--- src/hdl/tbdc_pkg.sv ---
// shared types and constants for the three-button debouncer with chord detection
// no dependencies; imported by every module of the block
`default_nettype none

package tbdc_pkg;

  // button lane positions in the level vectors
  localparam int unsigned NumButtons = 3;
  localparam int unsigned BtnLeft    = 0;
  localparam int unsigned BtnOk      = 1;
  localparam int unsigned BtnRight   = 2;

  // configuration register indexes
  localparam logic CfgDebounce  = 1'b0;
  localparam logic CfgChordHold = 1'b1;

  // reset values of the configuration registers
  localparam logic [15:0] DebounceReset  = 16'd30;
  localparam logic [15:0] ChordHoldReset = 16'd1000;

  // event codes
  typedef enum logic [2:0] {
    EV_NONE  = 3'd0,
    EV_MODE  = 3'd1,
    EV_BACK  = 3'd2,
    EV_OK    = 3'd3,
    EV_LEFT  = 3'd4,
    EV_RIGHT = 3'd5
  } event_e;

  // one debounced lane after an update
  typedef struct packed {
    logic stable;
    logic press;
    logic rel;
  } lane_t;

  // all debounced lanes, as handed to the event logic
  typedef struct packed {
    logic [NumButtons-1:0] stable;
    logic [NumButtons-1:0] press;
    logic [NumButtons-1:0] rel;
  } edges_t;

endpackage

`default_nettype wire

--- src/hdl/three_button_debounce_chord.sv ---
// Three-button debouncer with chord detection, top level.
// Each request carries active-low levels for left, ok and right, a wrapping
// millisecond timestamp and a take bit; each request gives exactly one result
// with the event code (none unless take is set) and the debounced levels.
// Channels use valid/stall: a request is taken when in_valid_i is high and
// in_stall_o is low, a result when out_valid_o is high and out_stall_i is low.
// A request lands in the input register, and the debounce, chord and latch
// logic then runs from it into the result register.
// Throughput is one request per cycle while the receiver does not stall.
// While the receiver stalls, the result register holds and one more request
// can wait in the input register before in_stall_o rises.
// Reset clears both registers, sets all levels to released, clears the chord
// state and the latch, and loads debounce 30 ms and chord hold 1000 ms.
// The config port (cfg_we_i, cfg_index_i, cfg_wdata_i) writes index 0 for the
// debounce time and index 1 for the chord hold time; write only while idle.
// depends on tbdc_pkg, tbdc_lane, tbdc_event
`default_nettype none

module three_button_debounce_chord
  import tbdc_pkg::*;
(
  input  wire logic        clk_i,
  input  wire logic        rst_ni,
  // configuration
  input  wire logic        cfg_we_i,
  input  wire logic        cfg_index_i,
  input  wire logic [15:0] cfg_wdata_i,
  // request channel
  input  wire logic        in_valid_i,
  output logic             in_stall_o,
  input  wire logic [2:0]  button_levels_i,
  input  wire logic [31:0] now_ms_i,
  input  wire logic        take_event_i,
  // result channel
  output logic             out_valid_o,
  input  wire logic        out_stall_i,
  output logic [2:0]       event_code_o,
  output logic [2:0]       stable_levels_o
);

  logic [15:0] debounce_q;
  logic [15:0] chord_hold_q;

  logic        s1_valid_q;
  logic [2:0]  s1_levels_q;
  logic [31:0] s1_now_q;
  logic        s1_take_q;

  logic        out_valid_q;
  event_e      event_code_q;
  logic [2:0]  stable_levels_q;

  logic        res_ready;
  logic        s1_ready;
  logic        fire;
  lane_t       lanes [NumButtons];
  edges_t      edges;
  event_e      code;

  // configuration registers
  always_ff @(posedge clk_i or negedge rst_ni) begin
    if (!rst_ni) begin
      debounce_q   <= DebounceReset;
      chord_hold_q <= ChordHoldReset;
    end else if (cfg_we_i) begin
      unique case (cfg_index_i)
        CfgDebounce:  debounce_q   <= cfg_wdata_i;
        CfgChordHold: chord_hold_q <= cfg_wdata_i;
        default:      ;
      endcase
    end
  end

  // handshake between the two register stages
  assign res_ready  = !out_valid_q || !out_stall_i;
  assign fire       = s1_valid_q && res_ready;
  assign s1_ready   = !s1_valid_q || res_ready;
  assign in_stall_o = !s1_ready;

  // input register
  always_ff @(posedge clk_i or negedge rst_ni) begin
    if (!rst_ni) begin
      s1_valid_q <= 1'b0;
    end else if (s1_ready) begin
      s1_valid_q <= in_valid_i;
    end
  end

  always_ff @(posedge clk_i) begin
    if (s1_ready && in_valid_i) begin
      s1_levels_q <= button_levels_i;
      s1_now_q    <= now_ms_i;
      s1_take_q   <= take_event_i;
    end
  end

  // one debounce lane per button
  for (genvar g = 0; g < NumButtons; g++) begin : g_lane
    tbdc_lane u_lane (
      .clk_i         (clk_i),
      .rst_ni        (rst_ni),
      .fire_i        (fire),
      .level_i       (s1_levels_q[g]),
      .now_ms_i      (s1_now_q),
      .debounce_ms_i (debounce_q),
      .lane_o        (lanes[g])
    );
    assign edges.stable[g] = lanes[g].stable;
    assign edges.press[g]  = lanes[g].press;
    assign edges.rel[g]    = lanes[g].rel;
  end

  // chord and event logic
  tbdc_event u_event (
    .clk_i           (clk_i),
    .rst_ni          (rst_ni),
    .fire_i          (fire),
    .now_ms_i        (s1_now_q),
    .take_i          (s1_take_q),
    .chord_hold_ms_i (chord_hold_q),
    .edges_i         (edges),
    .code_o          (code)
  );

  // result register
  always_ff @(posedge clk_i or negedge rst_ni) begin
    if (!rst_ni) begin
      out_valid_q <= 1'b0;
    end else if (res_ready) begin
      out_valid_q <= s1_valid_q;
    end
  end

  always_ff @(posedge clk_i) begin
    if (fire) begin
      event_code_q    <= code;
      stable_levels_q <= edges.stable;
    end
  end

  assign out_valid_o     = out_valid_q;
  assign event_code_o    = event_code_q;
  assign stable_levels_o = stable_levels_q;

  // a stalled result blocks the state update
  a_no_fire_on_stall: assert property (
    @(posedge clk_i) disable iff (!rst_ni)
    out_valid_q && out_stall_i |-> !fire
  ) else $error("state advanced while result stalled");

  // without a take the result carries no event
  a_no_take_no_event: assert property (
    @(posedge clk_i) disable iff (!rst_ni)
    fire && !s1_take_q |=> event_code_q == EV_NONE
  ) else $error("event reported without take");

  // back-pressure only when the input register holds a request
  a_stall_needs_item: assert property (
    @(posedge clk_i) disable iff (!rst_ni)
    in_stall_o |-> s1_valid_q && out_valid_q
  ) else $error("stall raised with free room");

  // a moved request always produces a result
  a_fire_gives_result: assert property (
    @(posedge clk_i) disable iff (!rst_ni)
    fire |=> out_valid_q
  ) else $error("request lost between stages");

endmodule

`default_nettype wire

--- src/hdl/tbdc_lane.sv ---
// debounce of one active-low button: raw level, change time and stable level
// depends on tbdc_pkg
`default_nettype none

module tbdc_lane
  import tbdc_pkg::*;
(
  input  wire logic        clk_i,
  input  wire logic        rst_ni,
  input  wire logic        fire_i,
  input  wire logic        level_i,
  input  wire logic [31:0] now_ms_i,
  input  wire logic [15:0] debounce_ms_i,
  output lane_t            lane_o
);

  logic        raw_q, raw_d;
  logic        stable_q, stable_d;
  logic [31:0] change_q, change_d;
  logic [31:0] elapsed;
  logic        settled;

  // track the raw level and when it last changed
  always_comb begin
    raw_d    = level_i;
    change_d = (level_i != raw_q) ? now_ms_i : change_q;
  end

  // wrapping elapsed time against the debounce time
  assign elapsed = now_ms_i - change_d;
  assign settled = elapsed >= {16'd0, debounce_ms_i};

  // stable level update and edge detection
  always_comb begin
    stable_d      = stable_q;
    lane_o.press  = 1'b0;
    lane_o.rel    = 1'b0;
    if (settled && (level_i != stable_q)) begin
      stable_d     = level_i;
      lane_o.press = ~level_i;
      lane_o.rel   = level_i;
    end
    lane_o.stable = stable_d;
  end

  // lane state, advanced once per request
  always_ff @(posedge clk_i or negedge rst_ni) begin
    if (!rst_ni) begin
      raw_q    <= 1'b1;
      stable_q <= 1'b1;
      change_q <= 32'd0;
    end else if (fire_i) begin
      raw_q    <= raw_d;
      stable_q <= stable_d;
      change_q <= change_d;
    end
  end

endmodule

`default_nettype wire

--- src/hdl/tbdc_event.sv ---
// chord detection, press/release event rules and the one-entry event latch
// depends on tbdc_pkg
`default_nettype none

module tbdc_event
  import tbdc_pkg::*;
(
  input  wire logic        clk_i,
  input  wire logic        rst_ni,
  input  wire logic        fire_i,
  input  wire logic [31:0] now_ms_i,
  input  wire logic        take_i,
  input  wire logic [15:0] chord_hold_ms_i,
  input  wire edges_t      edges_i,
  output event_e           code_o
);

  logic        left_armed_q, left_armed_d;
  logic        right_armed_q, right_armed_d;
  logic        chord_on_q, chord_on_d;
  logic        chord_fired_q, chord_fired_d;
  logic [31:0] chord_start_q, chord_start_d;
  event_e      latch_q, latch_d;

  logic        left_down, right_down;
  logic        post;
  event_e      post_code;
  event_e      latch_post;
  logic [31:0] chord_elapsed;
  logic        chord_long;

  assign left_down  = ~edges_i.stable[BtnLeft];
  assign right_down = ~edges_i.stable[BtnRight];

  // chord start is now when a chord begins in this request
  assign chord_start_d = (left_down && right_down && !chord_on_q) ? now_ms_i : chord_start_q;
  assign chord_elapsed = now_ms_i - chord_start_d;
  assign chord_long    = chord_elapsed >= {16'd0, chord_hold_ms_i};

  // event rules, chord first, then ok, left, right
  always_comb begin
    left_armed_d  = left_armed_q | edges_i.press[BtnLeft];
    right_armed_d = right_armed_q | edges_i.press[BtnRight];
    chord_on_d    = chord_on_q;
    chord_fired_d = chord_fired_q;
    post          = 1'b0;
    post_code     = EV_NONE;
    if (left_down && right_down) begin
      if (!chord_on_q) begin
        chord_on_d    = 1'b1;
        chord_fired_d = 1'b0;
      end
      if (!chord_fired_d && chord_long) begin
        chord_fired_d = 1'b1;
        left_armed_d  = 1'b0;
        right_armed_d = 1'b0;
        post          = 1'b1;
        post_code     = EV_MODE;
      end
    end else if (chord_on_q) begin
      if (!left_down && !right_down) begin
        chord_on_d    = 1'b0;
        chord_fired_d = 1'b0;
        left_armed_d  = 1'b0;
        right_armed_d = 1'b0;
        if (!chord_fired_q) begin
          post      = 1'b1;
          post_code = EV_BACK;
        end
      end
    end else if (edges_i.press[BtnOk]) begin
      post      = 1'b1;
      post_code = EV_OK;
    end else if (edges_i.rel[BtnLeft] && left_armed_d) begin
      left_armed_d = 1'b0;
      post         = 1'b1;
      post_code    = EV_LEFT;
    end else if (edges_i.rel[BtnRight] && right_armed_d) begin
      right_armed_d = 1'b0;
      post          = 1'b1;
      post_code     = EV_RIGHT;
    end
  end

  // latch keeps the first event; a take reads it out and clears it
  always_comb begin
    latch_post = (post && (latch_q == EV_NONE)) ? post_code : latch_q;
    if (take_i) begin
      code_o  = latch_post;
      latch_d = EV_NONE;
    end else begin
      code_o  = EV_NONE;
      latch_d = latch_post;
    end
  end

  // event state, advanced once per request
  always_ff @(posedge clk_i or negedge rst_ni) begin
    if (!rst_ni) begin
      left_armed_q  <= 1'b0;
      right_armed_q <= 1'b0;
      chord_on_q    <= 1'b0;
      chord_fired_q <= 1'b0;
      chord_start_q <= 32'd0;
      latch_q       <= EV_NONE;
    end else if (fire_i) begin
      left_armed_q  <= left_armed_d;
      right_armed_q <= right_armed_d;
      chord_on_q    <= chord_on_d;
      chord_fired_q <= chord_fired_d;
      chord_start_q <= chord_start_d;
      latch_q       <= latch_d;
    end
  end

endmodule

`default_nettype wire

--- config.mk ---
export PLATFORM = sky130hd
export DESIGN_NAME = three_button_debounce_chord
export DESIGN_NICKNAME = d
export VERILOG_FILES = /design/src/hdl/tbdc_pkg.sv /design/src/hdl/three_button_debounce_chord.sv /design/src/hdl/tbdc_lane.sv /design/src/hdl/tbdc_event.sv
export SDC_FILE = /design/constraint.sdc
export NUM_CORES = 1
export LEC_CHECK = 0
export BUFFER_PORTS_ARGS = -buffer_cell sky130_fd_sc_hd__buf_2
export CAP_MARGIN = 30
export CORE_ASPECT_RATIO = 1.4
export CORE_MARGIN = 2
export CORE_UTILIZATION = 40
export DETAILED_ROUTE_END_ITERATION = 8
export GPL_TIMING_DRIVEN = 0
export PLACE_DENSITY_LB_ADDON = 0.25
export SYNTH_ARGS = -nofsm -noshare
export SYNTH_HDL_FRONTEND = slang
export SYNTH_SLANG_ARGS = --single-unit
export TNS_END_PERCENT = 100
--- constraint.sdc ---
create_clock -name clk_i -period 14.8 [get_ports clk_i]
set_clock_uncertainty 0.05 [all_clocks]
set_input_delay 2.96 -clock clk_i [delete_from_list [all_inputs] [get_ports clk_i]]
set_output_delay 2.96 -clock clk_i [all_outputs]
set_load 0.1 [all_outputs]
==> results.md, run 1 <==
* Crit path DAT at 14.22 ns
* Worst hold slack at 0.4200 ns
* Crit. End Element: register
* CP endpoint: event_code_o[0]$_SDFFCE_PN0P_
* Most used cell, CP: ha_1
* Startpoint types: register
* Fmax at 0.07169 GHz
* DP HPWL at 52.18 mm
* Initial core utilization at 40.21%
* Commonest non-fill, non-tap cell in the layout: nand2_1
* Total number of vias at 17,890
* Crit Reg-Reg Startpoint: s1_levels_q[0]$_DFFE_PP_
* Sum Neg Setup Slack at 0 ns
* Synth Register Bits at 217
* Worst R2R End: event_code_o[0]$_SDFFCE_PN0P_
* Setup CP Type: reg -> reg
* Clock input transition at the sequential cells of the worst setup and hold paths at 0.06 ns
* CTS tree: built
* DR WL/cell at 21.24 um
* Core Util, Final at 44.63%
* Worst hold path type: reg -> reg
* CP required at 15.07 ns
* I/O pin total at 66
* Final setup viols at 0
* Non-Filler Instances at 3,040
* Die width at 189.2 um
* Area Overhead vs Synth at 11.01%
* Hold Buf Count CTS at 0
* Synthesized area at 19,210 um^2
* Max Root-Sink Buffers at 3
* # H-tree levels at 1
* Register area share after synthesis at 29.46%
* GPL Wtd Cong at 0.9372
* Initial antenna violation count at 0
* MaxCap Viol Count at 0
* Asr flop ratio synth at 80.65%
* Hold Crit Start: g_lane[1].u_lane.raw_q$_DFFE_PN1P_
* Placed Cells at 2,992
* Status: completed
* Top cell family by delay on the critical path: compound AO/OA/AOI/OAI gates
* Post-Syn Instances at 2,293
* Fin. Hold Viols at 0
* CP Max Fanout at 10
* Worst slew pin tran at 0.9488 ns
* Gr usage total at 25.60%
* CP Buf/Inv Count at 8
* First-pass GRT wire length at 100.3 mm
* Core area at 47,780 um^2
* Crit path from: s1_levels_q[0]$_DFFE_PP_
* Port Buf Inserts at 65
* Largest net degree at the start of global routing at 107
* Diode count at 0
* Synthesis warning total at 0
* # fillers at 4,796
* Crit path depth at 48
* Static leakage at 9.168 nW
* Site row count at 95
* Final Max Slew Viols at 0
* Total CTS buffers at 26
* Most frequent cells in the layout: nand2_1, o21ai_0, a21oi_1
* Vias in the first global route at 17,630
* Register area at 5660 um^2
* Setup bufs post-CTS at 0
* Area of the multi-input gates at 12,730 um^2
* Overall Power at 0.003729 W
* DIE AREA at 49,830 um^2
* DRT iter0 DRCs at 1,141
* RSZ-0062 raised after global routing: no
* Final WL at 64.58 mm
* Avg Inst Size Synth at 8.379 um^2
* Rel. slew slack at 36.75%
* Min Tclk post-route at 13.95 ns
* CTS root buf: clkbuf_16
* Residual overflow from global routing at 0
* Routed Antenna Nets at 0
* Crit share post-route at 94.25%
* Post-synth EDFFs at 42
* R2R setup slack at 0.85 ns
* Avg Vias per Cell at 5.886
* Final #Nets at 2,616
* Ys flop type: dfrtp_1
* Max IR drop VDD at 0.1028 mV
* Yosys cell types at 98
* 1st-pass router iterations at 6
* Power per cell area at 174.8 nW/um^2
* Die height at 263.3 um
* Residual DRC at 0
* Slowest stage cell, crit path: a211oi_1
* Skew-Pair Late Insertion Delay at 0.58 ns
* Layout cells sized above 1 at 9.834%
* CP peak stage delay at 0.56 ns
* Post-Syn Nets at 2,519
* Clock sinks at 217
* Reg2reg path depth at 48
==> routing by layer <==
metal,global-route usage (%),up-vias,wire length (um)
met2,46.24,515,32560
li1,-,8642,-
met4,11.54,0,3059
met3,2.333,129,2739
met1,30.56,8608,26220
met5,0,-,0
==> worst min-delay path: cells and delay by family (launching register included) <==
family / cells / cell delay, ns
DFF: 1 / 0.37
and+or+nand+nor: 2 / 0.10
==> final cells by class <==
cell class | count | area share, %
inverter | 99 | 1.742
clock buffer | 37 | 3.491
sequential | 217 | 26.54
buffer | 107 | 2.124
clock inverter | 11 | 0.6512
tap | 630 | 3.696
timing repair buffer | 71 | 2.059
multi-input combinational | 1868 | 59.70
==> power breakdown <==
group / total [W] / leakage, nW / internal (W) / switching (W)
sequential: 0.000877 / 2.54 / 0.000762 / 0.000115
combinational: 0.00219 / 6.20 / 0.000856 / 0.00133
clock: 0.000664 / 0.429 / 0.000388 / 0.000275
==> synthesized netlist by cell type, drive strengths merged (28+ instances only) <==
cell / n / area share, %
inv: 99 / 1.9
a21oi: 184 / 4.8
o21ai: 225 / 5.9
nand4: 38 / 1.2
ha: 166 / 11
xnor2: 62 / 2.8
nand2: 277 / 5.4
nor2b: 37 / 1.2
nand2b: 44 / 1.4
edfxtp: 42 / 6.6
mux2: 54 / 3.2
a21o: 56 / 2.2
xor2: 37 / 1.7
nor3: 39 / 1.0
nor2: 142 / 2.8
a211oi: 37 / 1.5
mux2i: 84 / 4.4
dfrtp: 159 / 21
clkbuf: 81 / 1.6
nand3: 38 / 0.99
buf: 28 / 0.79
==> logic make-up (layout without fill, tap and decap cells) <==
logic type      after synthesis  in the layout  share of synthesized area (%)
flops                       217            217                          29.46
fa+ha+maj                   188            188                          12.06
simple gates                710            710                          17.68
buf+inv                     208            325                          4.311
mux                         138            138                          7.541
compound gates              733            733                          24.39
xor+xnor                     99             99                          4.552
==> worst min-delay path by stage <==
stage                                               endpoint  cells after the start
floorplan           g_lane[1].u_lane.change_q[0]$_DFFE_PN0P_                      2
global placement        u_event.chord_start_q[0]$_DFFE_PN0P_                      2
detailed placement        g_lane[1].u_lane.raw_q$_DFFE_PN1P_                      2
CTS                       g_lane[1].u_lane.raw_q$_DFFE_PN1P_                      2
global route              g_lane[1].u_lane.raw_q$_DFFE_PN1P_                      2
finish                    g_lane[1].u_lane.raw_q$_DFFE_PN1P_                      2
==> per-stage QoR <==
step           area [um^2]  setup slack, ns
6_report             21330           0.8512
5_1_grt              21330          0.08490
4_1_cts              21300          0.03229
3_5_place_dp         20410          0.08166
3_3_place_gp         20330           0.2679
2_1_floorplan        19210            3.837
==> flip-flops by register name, indices dropped and copies added (netlist names), named ones only <==
name                    count
g_lane.u_lane.stable_q      3
u_event.chord_on_q          1
chord_hold_q               16
u_event.latch_q             3
event_code_o                3
g_lane.u_lane.raw_q         3
u_event.chord_fired_q       1
s1_valid_q                  1
out_valid_o                 1
g_lane.u_lane.change_q     96
stable_levels_o             3
s1_now_q                   32
debounce_q                 16
s1_levels_q                 3
s1_take_q                   1
u_event.chord_start_q      32
==> what timing repair did <==
| action | in CTS | in global routing |
|---|---|---|
| resized for setup | 0 | 6 |
| setup endpoints to repair | 0 | 5 |
| endpoints found under the hold margin | 0 | 0 |
Power figures use the tool's default switching activity.
==> run 2: changes to the inputs <==
--- a/config.mk
+++ b/config.mk
@@ -9,7 +9,7 @@
 export CAP_MARGIN = 30
 export CORE_ASPECT_RATIO = 1.4
 export CORE_MARGIN = 2
-export CORE_UTILIZATION = 40
+export CORE_UTILIZATION = 35
 export DETAILED_ROUTE_END_ITERATION = 8
 export GPL_TIMING_DRIVEN = 0
 export PLACE_DENSITY_LB_ADDON = 0.25
==> run 2 against run 1 <==
  * Utilization decreased by 5.2 points
  * Non-clock buffer count decreased by 1
  * Largest power group unchanged
  * Total power decreased by 1.1%
==> results.md, run 2 (synthesis gave the netlist of run 1 again) <==
* Sw Share at 46.35%
* Final #Nets at 2,615
* Min Tclk post-route at 13.96 ns
* Routed Antenna Nets at 0
* I/O pin total at 66
* Startpoint types: register
* Commonest non-fill, non-tap cell in the layout: nand2_1
* Routed met1 length at 26.73 mm
* Total CTS buffers at 26
* Initial antenna violation count at 0
* Number of flip-flops in the largest register at 96
* Net Sw Power at 0.001709 W
* Die width at 202.0 um
* Core area at 54,210 um^2
* Internal at 0.001978 W
* Reg2reg path depth at 52
* Sum Neg Setup Slack at 0 ns
* Rel. slew slack at 30.59%
* Worst R2R End: event_code_o[0]$_SDFFCE_PN0P_
* CP required at 15.07 ns
* # H-tree levels at 1
* Routed wl met3 at 2.388 mm
* CTS tree: built
* Status: completed
* Combinational fraction of design power at 58.9%
* Most used cell, CP: ha_1
* Placed Cells at 3,083
* CP peak stage delay at 0.48 ns
* DP HPWL at 52.73 mm
* Crit. End Element: register
* Max IR drop VDD at 0.1052 mV
* Worst slew pin tran at 1.041 ns
* Fmax at 0.07162 GHz
* Slowest stage cell, crit path: clkbuf_2
* 1st-pass router iterations at 5
* Most frequent cells in the layout: nand2_1, o21ai_0, a21oi_1
* CTS root buf: clkbuf_16
* Largest regs: g_lane.u_lane.change_q (96), s1_now_q (32), u_event.chord_start_q (32)
* Fin. Hold Viols at 0
* Power per cell area at 172.6 nW/um^2
* DR WL met2 at 32.46 mm
* Hold Crit Start: g_lane[1].u_lane.raw_q$_DFFE_PN1P_
* Top sig layer: met4
* Avg Vias per Cell at 5.681
* Final WL at 65.35 mm
* Hold Buf Count CTS at 0
* Port Buf Inserts at 65
* MaxCap Viol Count at 0
* Site row count at 101
* Sequential share of power at 23.8%
* Worst hold path type: reg -> reg
* Hold Path Stages at 2
* Clock input transition at the sequential cells of the worst setup and hold paths at 0.06 ns
* Setup bufs post-CTS at 0
* Gr usage total at 22.77%
* GPL Wtd Cong at 0.9629
* CP Max Fanout at 10
* Hold worst-path end: g_lane[1].u_lane.raw_q$_DFFE_PN1P_
* DR WL/cell at 20.88 um
* Largest net degree at the start of global routing at 90
* Skew-Pair Late Insertion Delay at 0.58 ns
* Post-CTS sizing at 0
* RSZ-0062 raised after global routing: no
* Final Max Slew Viols at 0
* Setup CP Type: reg -> reg
* Vias in the first global route at 17,540
* Final setup viols at 0
* Residual DRC at 0
* Area Overhead vs Synth at 11.22%
* Max Root-Sink Buffers at 3
* Initial core utilization at 35.44%
* Overall Power at 0.003688 W
* Diode count at 0
* Power share of the clock group at 17.3%
* Residual overflow from global routing at 0
* Static leakage at 9.129 nW
* DIE AREA at 56,810 um^2
* R2R setup slack at 0.84 ns
* Die height at 281.2 um
* Crit path DAT at 14.23 ns
* Crit share post-route at 94.34%
* First-pass GRT wire length at 101.1 mm
* Layout cells sized above 1 at 9.797%
* Top reg by flops: g_lane.u_lane.change_q
* DRT iter0 DRCs at 1,216
* Clock sinks at 217
* Non-Filler Instances at 3,130
* Total number of vias at 17,780
* Crit Reg-Reg Startpoint: s1_levels_q[0]$_DFFE_PP_
[run 2: layer usage]
| layer | track usage [%] | up-vias |
|---|---|---|
| li1 | - | 8619 |
| met4 | 11.78 | 0 |
| met5 | 0 | - |
| met2 | 41.18 | 455 |
| met1 | 26.66 | 8583 |
| met3 | 2.076 | 125 |
[run 2: power groups by stage]
stage	clock network (W)	logic [W]	registers, W
6_report	0.000639	0.00217	0.000878
5_1_grt	0.000682	0.00242	0.000896
4_1_cts	0.000660	0.00215	0.000877
3_5_place_dp	0	0.00213	0.000888
3_3_place_gp	0	0.00210	0.000881
2_1_floorplan	0	0.00160	0.000860
[run 2: final cells by class]
type                            instances  area (um^2)
Inverter                               99        371.6
Buffer                                108        456.7
Clock buffer                           35        684.4
Timing Repair Buffer                   69        420.4
Multi-Input combinational cell       1868        12730
Clock inverter                         13        141.4
Sequential cell                       217         5660
Fill cell                            5557        32840
Tap cell                              721        902.1
[run 2: how the worst max path moves through the flow]
stage | slack (ns) | from | cells past startpoint | endpoint
after floorplan | 3.84 | s1_levels_q[2]$_DFFE_PP_ | 52 | event_code_o[0]$_SDFFCE_PN0P_
after global placement | 0.45 | s1_levels_q[2]$_DFFE_PP_ | 52 | event_code_o[0]$_SDFFCE_PN0P_
after detailed placement | 0.27 | s1_levels_q[2]$_DFFE_PP_ | 52 | event_code_o[0]$_SDFFCE_PN0P_
after CTS | 0.24 | s1_levels_q[2]$_DFFE_PP_ | 52 | event_code_o[0]$_SDFFCE_PN0P_
after global routing | 0.03 | s1_levels_q[0]$_DFFE_PP_ | 48 | event_code_o[0]$_SDFFCE_PN0P_
final | 0.84 | s1_levels_q[0]$_DFFE_PP_ | 52 | event_code_o[0]$_SDFFCE_PN0P_
[run 2: stage by stage]
stage	setup WS (ns)	hold slack, ns	util [%]	cell area (um^2)
6_report	0.8379	0.4221	39.42	21370
5_1_grt	0.03321	0.4472	39.42	21370
4_1_cts	0.2409	0.4295	39.41	21360
3_3_place_gp	0.4495	0.4123	37.70	20440
3_5_place_dp	0.2664	0.4144	37.88	20540
2_1_floorplan	3.837	0.3956	-	19210
[run 2: worst max-delay path: cells and delay by family (launching register included)]
family / cells / cell delay, ns
AND/OR/NAND/NOR: 15 / 3.28
adder cells (fa/ha/maj): 5 / 1.54
multiplexers: 1 / 0.16
XOR/XNOR: 3 / 0.83
AO/OA/AOI/OAI: 19 / 4.38
flip-flops: 1 / 0.32
buffers and inverters: 9 / 3.13
==> run 3: changes to the inputs <==
--- a/config.mk
+++ b/config.mk
@@ -7,7 +7,7 @@
 export LEC_CHECK = 0
 export BUFFER_PORTS_ARGS = -buffer_cell sky130_fd_sc_hd__buf_2
 export CAP_MARGIN = 30
-export CORE_ASPECT_RATIO = 1.4
+export CORE_ASPECT_RATIO = 0.75
 export CORE_MARGIN = 2
 export CORE_UTILIZATION = 35
 export DETAILED_ROUTE_END_ITERATION = 8
==> run 3 against run 2 <==
  * Clock power up 4.2%
  * Die area about the same
  * Sequential cell count unchanged
  * Routed wire length down 1.8%
  * Global-route usage down 0.44 points
  * Critical path type unchanged
  * Critical path depth down 2
  * Worst hold slack better by 0.0026 ns
  * Non-clock buffer count up 1
  * Total power up 1.3%
  * Highest routed layer unchanged
==> results.md, run 3 (synthesis gave the netlist of run 1 again) <==
* Final #Nets at 2,617
* Worst hold slack at 0.4247 ns
* Port Buf Inserts at 65
* RSZ-0062 raised after global routing: no
* Final WL at 64.19 mm
* Area Overhead vs Synth at 11.51%
* Power per cell area at 174.4 nW/um^2
* Avg Vias per Cell at 5.738
* GPL Wtd Cong at 0.9328
* # fillers at 5,467
* CTS tree: built
* Rel. slew slack at 35.53%
* Worst hold path type: reg -> reg
* Largest regs: g_lane.u_lane.change_q (96), s1_now_q (32), u_event.chord_start_q (32)
* Die width at 274.5 um
* Max Root-Sink Buffers at 3
* Residual DRC at 0
* Initial antenna violation count at 2
* CTS root buf: clkbuf_16
* Design Area, Final at 21,420 um^2
* Clock sinks at 217
* Post-CTS sizing at 2
* DP HPWL at 51.56 mm
* Commonest non-fill, non-tap cell in the layout: nand2_1
* DRT iter0 DRCs at 1,394
* DR WL/cell at 20.48 um
* Vias in the first global route at 17,110
* Setup bufs post-CTS at 0
* Most used cell, CP: ha_1
* CP required at 15.08 ns
* Startpoint types: register
* Die height at 206.9 um
* Number of flip-flops in the largest register at 96
* Status: completed
* Final Max Slew Viols at 0
* Crit path DAT at 14.15 ns
* 1st-pass router iterations at 5
* Total CTS buffers at 27
* Residual overflow from global routing at 0
* I/O pin total at 66
* Overall Power at 0.003736 W
* CP Max Fanout at 19
* Initial core utilization at 35.35%
* Static leakage at 9.167 nW
* Crit share post-route at 93.73%
* # H-tree levels at 1
* Sum Neg Setup Slack at 0 ns
* Max IR drop VDD at 0.09430 mV
* Final setup viols at 0
* Top reg by flops: g_lane.u_lane.change_q
* Core area at 54,350 um^2
* Layout cells sized above 1 at 10.12%
* Setup CP Type: reg -> reg
* MaxCap Viol Count at 0
* DIE AREA at 56,800 um^2
* Gr usage total at 22.32%
* CP peak stage delay at 0.58 ns
* Fmax at 0.07209 GHz
* Fin. Hold Viols at 0
* Routed Antenna Nets at 0
* Slowest stage cell, crit path: a2111oi_0
* Clock input transition at the sequential cells of the worst setup and hold paths at 0.06 ns
* Largest net degree at the start of global routing at 90
* Skew-Pair Late Insertion Delay at 0.58 ns
* Most frequent cells in the layout: nand2_1, o21ai_0, a21oi_1
* DP Area at 20,530 um^2
* Total number of vias at 17,980
* R2R setup slack at 0.93 ns
* Min Tclk post-route at 13.87 ns
* Hold Buf Count CTS at 0
* Crit. End Element: register
* Worst slew pin tran at 0.9671 ns
* Site row count at 74
* First-pass GRT wire length at 98.17 mm
==> run 3: changes by cell type in the layout (fill, tap and decap cells not counted), sizes merged <==
| cell | previous run | this run |
|---|---|---|
| clkbuf | 117 | 114 |
| clkinv | 7 | 11 |
| buf | 95 | 96 |
| diode | 0 | 1 |
| inv | 101 | 102 |
| clkinvlp | 2 | 1 |
==> run 3: cell type report <==
cell class	count	area (um^2)	area share [%]
inverter	99	371.6	1.735
tap	722	903.4	4.217
buffer	108	457.9	2.137
timing repair buffer	70	420.4	1.962
multi-input combinational	1868	12740	59.45
clock inverter	17	166.4	0.7767
antenna	1	2.502	0.01168
clock buffer	32	704.4	3.288
sequential	217	5660	26.42
==> run 3: worst paths after layout <==
path | startpoint | to | depth (start not counted)
worst min register to register | g_lane[1].u_lane.change_q[19]$_DFFE_PN0P_ | g_lane[1].u_lane.change_q[19]$_DFFE_PN0P_ | 2
worst min-delay path | g_lane[1].u_lane.change_q[19]$_DFFE_PN0P_ | g_lane[1].u_lane.change_q[19]$_DFFE_PN0P_ | 2
min in group asynchronous | rst_ni | g_lane[1].u_lane.change_q[23]$_DFFE_PN0P_ | 1
worst max register to register | s1_levels_q[2]$_DFFE_PP_ | event_code_o[0]$_SDFFCE_PN0P_ | 50
worst max-delay path | s1_levels_q[2]$_DFFE_PP_ | event_code_o[0]$_SDFFCE_PN0P_ | 50
max in group asynchronous | rst_ni | g_lane[0].u_lane.raw_q$_DFFE_PN1P_ | 2
==> run 3: per-layer routing <==
layer / vias to the layer above / track usage, % / wire length, um
li1: 8651 / - / -
met1: 8738 / 33.15 / 32230
met2: 521 / 33.75 / 26700
met3: 72 / 3.875 / 4027
met4: 0 / 4.581 / 1232
met5: - / 0 / 0
==> run 3: critical path, delay by kind of cell (launching register included) <==
kind                       cells  cell delay [ns]
buffers and inverters          7             1.61
muxes                          1             0.41
and+or+nand+nor               12             2.90
DFF                            1             0.38
AOI/OAI and AO/OA             21             5.65
xor gates and xnor gates       3             0.80
adders and majority gates      6             1.78
==> run 3: power by group <==
part           switching, W  internal (W)
Sequential         0.000115      0.000762
Combinational       0.00134      0.000855
Clock              0.000288      0.000378
==> run 3: stage by stage <==
step                utilization, %  cells  setup slack [ns]
global placement             37.61   3080         -0.006945
floorplan                        -   2293             3.837
detailed placement           37.78   3084           -0.2551
finish                       39.42   3134            0.9285
CTS                          39.39   3133            0.2214
global route                 39.41   3133           0.04266
